===== config.mk =====
export PLATFORM = sky130hd
export DESIGN_NAME = murmur2_64a_stream_hash
export DESIGN_NICKNAME = d
export VERILOG_FILES = /design/src/rtl/mm64_pkg.sv /design/src/rtl/mm64_front.sv /design/src/rtl/mm64_queue.sv /design/src/rtl/mm64_mul.sv /design/src/rtl/mm64_back.sv /design/src/rtl/murmur2_64a_stream_hash.sv
export SDC_FILE = /design/constraint.sdc
export NUM_CORES = 2
export LEC_CHECK = 0
export BUFFER_PORTS_ARGS = -buffer_cell sky130_fd_sc_hd__buf_2
export CAP_MARGIN = 10
export CORE_UTILIZATION = 57
export CTS_CLUSTER_SIZE = 12
export DETAILED_ROUTE_END_ITERATION = 7
export PLACE_DENSITY = 0.75
export SYNTH_ARGS = -nofsm -noshare
export SYNTH_HDL_FRONTEND = slang
export SYNTH_SLANG_ARGS = --single-unit
export TNS_END_PERCENT = 100

===== constraint.sdc =====
create_clock -name clk -period 15.8 [get_ports clk]
set_clock_uncertainty 0.1 [all_clocks]
set_input_delay 3.16 -clock clk [delete_from_list [all_inputs] [get_ports clk]]
set_output_delay 3.16 -clock clk [all_outputs]
set_load 0.005 [all_outputs]

===== src/rtl/mm64_pkg.sv =====
`timescale 1ns / 1ps

package mm64_pkg;

  localparam logic [63:0] MIX_MUL       = 64'hc6a4a7935bd1e995;
  localparam int          MIX_SHIFT     = 47;
  localparam logic [63:0] SEED_AT_RESET = 64'h00000000C70F6907;

  localparam int QDEPTH = 2;
  localparam int QPTR_W = (QDEPTH > 1) ? $clog2(QDEPTH) : 1;
  localparam int QCNT_W = $clog2(QDEPTH + 1);

  typedef struct packed {
    logic [63:0] word;
    logic [63:0] length;
    logic        first;
    logic        mix;
    logic        tail;
    logic        last;
  } mm64_cmd_t;

  typedef struct packed {
    logic      push;
    mm64_cmd_t cmd;
  } mm64_push_t;

  typedef struct packed {
    logic        start;
    logic [63:0] operand;
  } mm64_mul_req_t;

  typedef struct packed {
    logic        done;
    logic [63:0] product;
  } mm64_mul_rsp_t;

  typedef enum logic [1:0] {
    MS_LO,
    MS_HI_LO,
    MS_LO_HI,
    MS_SUM
  } mm64_mstep_t;

  typedef enum logic [2:0] {
    B_IDLE,
    B_LEN,
    B_K1,
    B_K2,
    B_H,
    B_TAIL,
    B_FIN,
    B_OUT
  } mm64_state_t;

endpackage


===== src/rtl/mm64_front.sv =====
`timescale 1ns / 1ps

module mm64_front
  import mm64_pkg::*;
(
  input  logic [63:0] data_word,
  input  logic [3:0]  valid_bytes,
  input  logic        first_item,
  input  logic        last_item,
  input  logic [63:0] message_length,
  input  logic        in_valid,
  output logic        in_stall,
  input  logic        full,
  output mm64_push_t  push
);

  logic        tail;
  logic [63:0] masked;

  assign tail = last_item && !valid_bytes[3] && (valid_bytes != 4'd0);

  always_comb begin
    masked = data_word;
    for (int i = 0; i < 8; i++) begin
      if (tail && !(4'(i) < valid_bytes)) begin
        masked[8*i +: 8] = 8'h00;
      end
    end
  end

  assign in_stall = full;

  always_comb begin
    push.push       = in_valid && !full;
    push.cmd.word   = masked;
    push.cmd.length = message_length;
    push.cmd.first  = first_item;
    push.cmd.mix    = !last_item || valid_bytes[3];
    push.cmd.tail   = tail;
    push.cmd.last   = last_item;
  end

endmodule


===== src/rtl/mm64_queue.sv =====
`timescale 1ns / 1ps

module mm64_queue
  import mm64_pkg::*;
(
  input  logic       clk,
  input  logic       rst,
  input  mm64_push_t push,
  output logic       full,
  output logic       q_valid,
  output mm64_cmd_t  q_data,
  input  logic       pop
);

  mm64_cmd_t          slots [QDEPTH];
  logic [QPTR_W-1:0]  wr_ptr;
  logic [QPTR_W-1:0]  rd_ptr;
  logic [QCNT_W-1:0]  count;
  logic [QPTR_W-1:0]  wr_ptr_next;
  logic [QPTR_W-1:0]  rd_ptr_next;
  logic [QCNT_W-1:0]  count_next;

  assign full    = (count == QCNT_W'(QDEPTH));
  assign q_valid = (count != '0);
  assign q_data  = slots[rd_ptr];

  always_comb begin
    wr_ptr_next = wr_ptr;
    rd_ptr_next = rd_ptr;
    count_next  = count;
    if (push.push) begin
      wr_ptr_next = (wr_ptr == QPTR_W'(QDEPTH - 1)) ? '0 : wr_ptr + 1'b1;
    end
    if (pop) begin
      rd_ptr_next = (rd_ptr == QPTR_W'(QDEPTH - 1)) ? '0 : rd_ptr + 1'b1;
    end
    if (push.push && !pop) begin
      count_next = count + 1'b1;
    end else if (pop && !push.push) begin
      count_next = count - 1'b1;
    end
  end

  always_ff @(posedge clk) begin
    if (rst) begin
      wr_ptr <= '0;
      rd_ptr <= '0;
      count  <= '0;
    end else begin
      wr_ptr <= wr_ptr_next;
      rd_ptr <= rd_ptr_next;
      count  <= count_next;
    end
  end

  always_ff @(posedge clk) begin
    if (push.push) begin
      slots[wr_ptr] <= push.cmd;
    end
  end

endmodule


===== src/rtl/mm64_mul.sv =====
`timescale 1ns / 1ps

module mm64_mul
  import mm64_pkg::*;
(
  input  logic          clk,
  input  logic          rst,
  input  mm64_mul_req_t req,
  output mm64_mul_rsp_t rsp
);

  mm64_mstep_t step;
  mm64_mstep_t step_next;
  logic        busy;
  logic        busy_next;
  logic        done;
  logic        done_next;
  logic [63:0] a;
  logic [63:0] prod;
  logic [63:0] acc;
  logic [31:0] op_x;
  logic [31:0] op_y;
  logic [63:0] mul_p;

  // low 64 bits: lo*lo + ((hi*lo + lo*hi) << 32)
  always_comb begin
    case (step)
      MS_LO: begin
        op_x = a[31:0];
        op_y = MIX_MUL[31:0];
      end
      MS_HI_LO: begin
        op_x = a[63:32];
        op_y = MIX_MUL[31:0];
      end
      MS_LO_HI: begin
        op_x = a[31:0];
        op_y = MIX_MUL[63:32];
      end
      default: begin
        op_x = a[31:0];
        op_y = MIX_MUL[63:32];
      end
    endcase
    mul_p = {32'd0, op_x} * {32'd0, op_y};
  end

  always_comb begin
    step_next = step;
    busy_next = busy;
    done_next = 1'b0;
    if (req.start) begin
      step_next = MS_LO;
      busy_next = 1'b1;
    end else if (busy) begin
      case (step)
        MS_LO:    step_next = MS_HI_LO;
        MS_HI_LO: step_next = MS_LO_HI;
        MS_LO_HI: step_next = MS_SUM;
        MS_SUM: begin
          step_next = MS_LO;
          busy_next = 1'b0;
          done_next = 1'b1;
        end
        default:  step_next = MS_LO;
      endcase
    end
  end

  always_ff @(posedge clk) begin
    if (rst) begin
      step <= MS_LO;
      busy <= 1'b0;
      done <= 1'b0;
    end else begin
      step <= step_next;
      busy <= busy_next;
      done <= done_next;
    end
  end

  always_ff @(posedge clk) begin
    if (req.start) begin
      a <= req.operand;
    end else if (busy) begin
      prod <= mul_p;
      case (step)
        MS_HI_LO: acc <= prod;
        MS_LO_HI: acc[63:32] <= acc[63:32] + prod[31:0];
        MS_SUM:   acc[63:32] <= acc[63:32] + prod[31:0];
        default:  acc <= acc;
      endcase
    end
  end

  assign rsp.done    = done;
  assign rsp.product = acc;

endmodule


===== src/rtl/mm64_back.sv =====
`timescale 1ns / 1ps

module mm64_back
  import mm64_pkg::*;
(
  input  logic          clk,
  input  logic          rst,
  input  logic          cfg_we,
  input  logic [63:0]   cfg_wdata,
  input  logic          q_valid,
  input  mm64_cmd_t     q_data,
  output logic          pop,
  output mm64_mul_req_t req,
  input  mm64_mul_rsp_t rsp,
  output logic          out_valid,
  input  logic          out_stall,
  output logic [63:0]   hash_value
);

  mm64_state_t state;
  mm64_state_t state_next;
  logic        issued;
  logic        issued_next;
  logic [63:0] seed;
  logic [63:0] h;
  logic [63:0] h_next;
  logic [63:0] k;
  logic [63:0] k_next;
  mm64_cmd_t   cmd;
  mm64_cmd_t   cmd_next;
  logic        out_valid_next;
  logic [63:0] out_hash;
  logic [63:0] out_hash_next;
  logic [63:0] fin;

  function automatic mm64_state_t after_init(input mm64_cmd_t c);
    mm64_state_t s;
    if (c.mix) begin
      s = B_K1;
    end else if (c.tail) begin
      s = B_TAIL;
    end else if (c.last) begin
      s = B_FIN;
    end else begin
      s = B_IDLE;
    end
    return s;
  endfunction

  assign fin = rsp.product ^ (rsp.product >> MIX_SHIFT);

  always_comb begin
    state_next     = state;
    issued_next    = issued;
    h_next         = h;
    k_next         = k;
    cmd_next       = cmd;
    out_valid_next = out_valid && out_stall;
    out_hash_next  = out_hash;
    pop            = 1'b0;
    req.start      = 1'b0;
    req.operand    = cmd.word;

    case (state)
      B_IDLE: begin
        if (q_valid) begin
          pop         = 1'b1;
          cmd_next    = q_data;
          issued_next = 1'b0;
          state_next  = q_data.first ? B_LEN : after_init(q_data);
        end
      end
      B_LEN: begin
        req.operand = cmd.length;
        if (!issued) begin
          req.start   = 1'b1;
          issued_next = 1'b1;
        end else if (rsp.done) begin
          h_next      = seed ^ rsp.product;
          issued_next = 1'b0;
          state_next  = after_init(cmd);
        end
      end
      B_K1: begin
        req.operand = cmd.word;
        if (!issued) begin
          req.start   = 1'b1;
          issued_next = 1'b1;
        end else if (rsp.done) begin
          k_next      = rsp.product;
          issued_next = 1'b0;
          state_next  = B_K2;
        end
      end
      B_K2: begin
        req.operand = k ^ (k >> MIX_SHIFT);
        if (!issued) begin
          req.start   = 1'b1;
          issued_next = 1'b1;
        end else if (rsp.done) begin
          k_next      = rsp.product;
          issued_next = 1'b0;
          state_next  = B_H;
        end
      end
      B_H: begin
        req.operand = h ^ k;
        if (!issued) begin
          req.start   = 1'b1;
          issued_next = 1'b1;
        end else if (rsp.done) begin
          h_next      = rsp.product;
          issued_next = 1'b0;
          state_next  = cmd.last ? B_FIN : B_IDLE;
        end
      end
      B_TAIL: begin
        req.operand = h ^ cmd.word;
        if (!issued) begin
          req.start   = 1'b1;
          issued_next = 1'b1;
        end else if (rsp.done) begin
          h_next      = rsp.product;
          issued_next = 1'b0;
          state_next  = B_FIN;
        end
      end
      B_FIN: begin
        req.operand = h ^ (h >> MIX_SHIFT);
        if (!issued) begin
          req.start   = 1'b1;
          issued_next = 1'b1;
        end else if (rsp.done) begin
          h_next      = fin;
          issued_next = 1'b0;
          state_next  = B_OUT;
        end
      end
      B_OUT: begin
        if (!out_valid || !out_stall) begin
          out_valid_next = 1'b1;
          out_hash_next  = h;
          state_next     = B_IDLE;
        end
      end
      default: begin
        state_next  = B_IDLE;
        issued_next = 1'b0;
      end
    endcase
  end

  always_ff @(posedge clk) begin
    if (rst) begin
      state     <= B_IDLE;
      issued    <= 1'b0;
      out_valid <= 1'b0;
      seed      <= SEED_AT_RESET;
      h         <= '0;
    end else begin
      state     <= state_next;
      issued    <= issued_next;
      out_valid <= out_valid_next;
      h         <= h_next;
      if (cfg_we) begin
        seed <= cfg_wdata;
      end
    end
  end

  always_ff @(posedge clk) begin
    k        <= k_next;
    cmd      <= cmd_next;
    out_hash <= out_hash_next;
  end

  assign hash_value = out_hash;

endmodule


===== src/rtl/murmur2_64a_stream_hash.sv =====
`timescale 1ns / 1ps

// channel  handshake            payload
// in       in_valid / in_stall  data_word, valid_bytes, first_item, last_item, message_length
// out      out_valid/out_stall  hash_value
// cfg      cfg_we               cfg_wdata (hash seed)
//
// every 64-bit multiply runs on one shared 32x32 multiplier
// a word leaves the queue, then runs its multiplies: 3 for a full block,
// 1 more on a first word, 1 for a tail, 1 for the finalizer, and then the hash is posted
// rst clears the queue, the sequencer, the running hash and loads the reset seed
// in_stall rises when the 2-entry queue is full; a pending hash holds only a finished message

module murmur2_64a_stream_hash
  import mm64_pkg::*;
(
  input  logic        clk,
  input  logic        rst,
  input  logic        cfg_we,
  input  logic [63:0] cfg_wdata,
  input  logic        in_valid,
  output logic        in_stall,
  input  logic [63:0] data_word,
  input  logic [3:0]  valid_bytes,
  input  logic        first_item,
  input  logic        last_item,
  input  logic [63:0] message_length,
  output logic        out_valid,
  input  logic        out_stall,
  output logic [63:0] hash_value
);

  mm64_push_t    push;
  logic          full;
  logic          q_valid;
  mm64_cmd_t     q_data;
  logic          pop;
  mm64_mul_req_t req;
  mm64_mul_rsp_t rsp;

  mm64_front u_front (
    .data_word      (data_word),
    .valid_bytes    (valid_bytes),
    .first_item     (first_item),
    .last_item      (last_item),
    .message_length (message_length),
    .in_valid       (in_valid),
    .in_stall       (in_stall),
    .full           (full),
    .push           (push)
  );

  mm64_queue u_queue (
    .clk     (clk),
    .rst     (rst),
    .push    (push),
    .full    (full),
    .q_valid (q_valid),
    .q_data  (q_data),
    .pop     (pop)
  );

  mm64_mul u_mul (
    .clk (clk),
    .rst (rst),
    .req (req),
    .rsp (rsp)
  );

  mm64_back u_back (
    .clk        (clk),
    .rst        (rst),
    .cfg_we     (cfg_we),
    .cfg_wdata  (cfg_wdata),
    .q_valid    (q_valid),
    .q_data     (q_data),
    .pop        (pop),
    .req        (req),
    .rsp        (rsp),
    .out_valid  (out_valid),
    .out_stall  (out_stall),
    .hash_value (hash_value)
  );

endmodule

==> metrics.csv <==
metric,value,unit
status,"finished, final reports clean",
Total GRT Usage,0.3485,
Placed Cells,6615,
CP most frequent cell,fa_1,
DRC Markers,0,
DIE HEIGHT,327.4,um
worst setup margin,5.562,ns
CP max stage cell,mux2i_1,
most frequent cells in the layout,"inv_1, edfxtp_1, fa_1, ha_1, nand2_1",
Final period util,0.6480,
layout cell share with drive strength beyond 1,0.1176,
post-route cell area,65610,um^2
Post-synth EDFFs,715,
"Setup violations, final",0,
Area Overhead vs Synth,8.676,%
drt wl/cell,27.25,um
CP Data Required Time,16.10,ns
Pre-antenna DRT Iters,6,
worst-skew pair later-pin latency,0.65,ns
post-synthesis cell count,5120,
Via density,5.987,
# resized after CTS,0,
multi-input logic area,32000,um^2
number of global-route vias before repair,41130,
Die X,327.4,um
initial antenna violation count,14,
CP arrival,10.54,ns
final antenna-violating net count,0,
number of DRC markers in iteration 0,4908,
final setup TNS,0,ns
Crit. End Element,register,
IO Port Bufs,268,
CP Max Fanout,25,
pre-CTS WS,5.780,ns
Syn Std Cell Area,60370,um^2
Mapped Avg Cell Area,11.79,um^2
DP Wirelength,145300,um
FP Rows,119,
worst min path class,register to register,
Total Wirelength,184600,um
total gr overflow,0,
Fmax,97.67,MHz
fill count,8277,
die area,107200,um^2
Nets,6571,
Period minus WS final,10.24,ns
Hold Buf Count CTS,0,
Placer Congestion,1.051,
Clock Tree Buf Depth,3,
clk sinks,857,
CP max stage delay,0.93,ns
WS Path Type,register to register,
largest net degree at the start of global routing,95,
H-tree Lvls,3,
count of different cell masters after synthesis,77,
Final Slew Violations,0,
Worst setup SP type,register,
count of state elements after synthesis,857,
Area after DPL,63070,um^2
RSZ-0062 raised after global routing,false,
Slew Limit Headroom,0.1611,
post-synthesis sequential area ratio,0.4027,
Synth async-reset ratio,0,
Clock Root Buffer,clkbuf_16,
I/O pin cnt,269,
total number of vias,40560,
"most common cell after layout, fill and taps aside",inv_1,
yosys warns,0,
Synth Flop Type,edfxtp_1,
"Setup Fix Bufs, Post-CTS",0,
first-pass GRT wire length,270400,um
Non-Filler Instances,6774,
"Clk pin slew, worst setup/hold paths",0.06,ns
Placeable Area,105100,um^2
Worst Max-Slew Pin Slew,1.256,ns
final hold vios,0,
FF/Latch Area,24330,um^2
max-cap violations,0,
Reg2Reg Setup Slack,5.56,ns
CTS tree,yes,
Initial Util,0.5743,
Inserted Clock Buffers,84,
==> cell type report <==
class / instances / area share
Multi-Input combinational cell: 3163 / 0.4877
Antenna cell: 2 / 0.00007628
Timing Repair Buffer: 306 / 0.02487
Inverter: 898 / 0.05142
Clock inverter: 10 / 0.001354
Sequential cell: 857 / 0.3708
Clock buffer: 147 / 0.03725
Tap cell: 1391 / 0.02653
==> per-stage QoR <==
stage,utilization,hold slack [ns]
5_1_grt,0.6241,0.3819
2_1_floorplan,-,0.3307
3_5_place_dp,0.6000,0.3587
4_1_cts,0.6241,0.3728
6_report,0.6241,0.3757
3_3_place_gp,0.6000,0.3500
==> synthesized netlist by cell type, drive strengths merged (18+ instances only) <==
master,count,area share
o211ai,20,0.0026
o22ai,43,0.0045
o21ai,156,0.013
a31oi,18,0.0020
buf,25,0.0016
inv,897,0.056
a21o,49,0.0061
or2,19,0.0020
o21bai,19,0.0024
nand3,27,0.0022
xor2,143,0.021
a22oi,19,0.0024
edfxtp,715,0.36
a2bb2oi,24,0.0035
a211oi,55,0.0068
nand4,22,0.0023
clkbuf,181,0.011
and2,43,0.0045
mux2i,116,0.019
nand2,306,0.019
mux2,156,0.029
a21oi,243,0.020
fa,626,0.21
o31ai,18,0.0026
nand2b,21,0.0022
xnor2,116,0.017
nor2b,50,0.0052
ha,432,0.090
dfxtp,142,0.047
nor2,241,0.015
o21a,22,0.0029
a221oi,22,0.0032
==> path summary, 6_finish.rpt <==
path / start / end / cells past startpoint
hold / removal: u_mul.prod[16]$_DFFE_PP_ / u_mul.acc[16]$_DFFE_PP_ / 0
setup / recovery: u_mul.step[1]$_SDFFE_PP0P_ / u_mul.prod[63]$_DFFE_PP_ / 30
hold reg to reg: u_mul.prod[16]$_DFFE_PP_ / u_mul.acc[16]$_DFFE_PP_ / 0
setup reg to reg: u_mul.step[1]$_SDFFE_PP0P_ / u_mul.prod[63]$_DFFE_PP_ / 30
==> worst max-delay path: cells and delay by family, from the launching register on <==
kind	cells	cell delay, ns
AO/OA/AOI/OAI	4	0.77
multiplexers	1	0.93
flip-flops	1	0.34
adder cells (fa/ha/maj)	10	4.52
buffers and inverters	6	0.77
XOR/XNOR	2	0.32
AND/OR/NAND/NOR	7	2.19
==> flip-flops by register name, indices dropped and copies added (netlist names), 2 cells and up, named ones only <==
signal             flops
u_back.seed           64
u_back.hash_value     64
u_mul.a               64
u_mul.prod            64
u_queue.count          2
u_back.state           3
u_back.cmd           131
u_back.k              64
u_mul.step             2
u_back.h              64
u_queue.slots        264
u_mul.acc             64
==> per-layer routing <==
metal,routed length (um),global-route usage,vias up
li1,-,-,17530
met3,17390,0.05934,428
met2,83670,0.5322,2229
met1,74380,0.4940,20350
met5,77,0,-
met4,9050,0.1489,10
==> logic make-up (layout without fill, tap and decap cells) <==
logic type	Yosys count	after routing	synth area share
buf+inv	1104	1361	0.06873
flops	857	857	0.4027
other cells	2	8	0.0001244
xor+xnor	259	259	0.03758
mux	280	280	0.05132
compound gates	771	771	0.08352
simple gates	789	789	0.05888
fa+ha+maj	1058	1058	0.2971
Power is left out: the tool's default activity adds up to more than one toggle a clock period on the data nets, which glitch-free logic cannot reach.
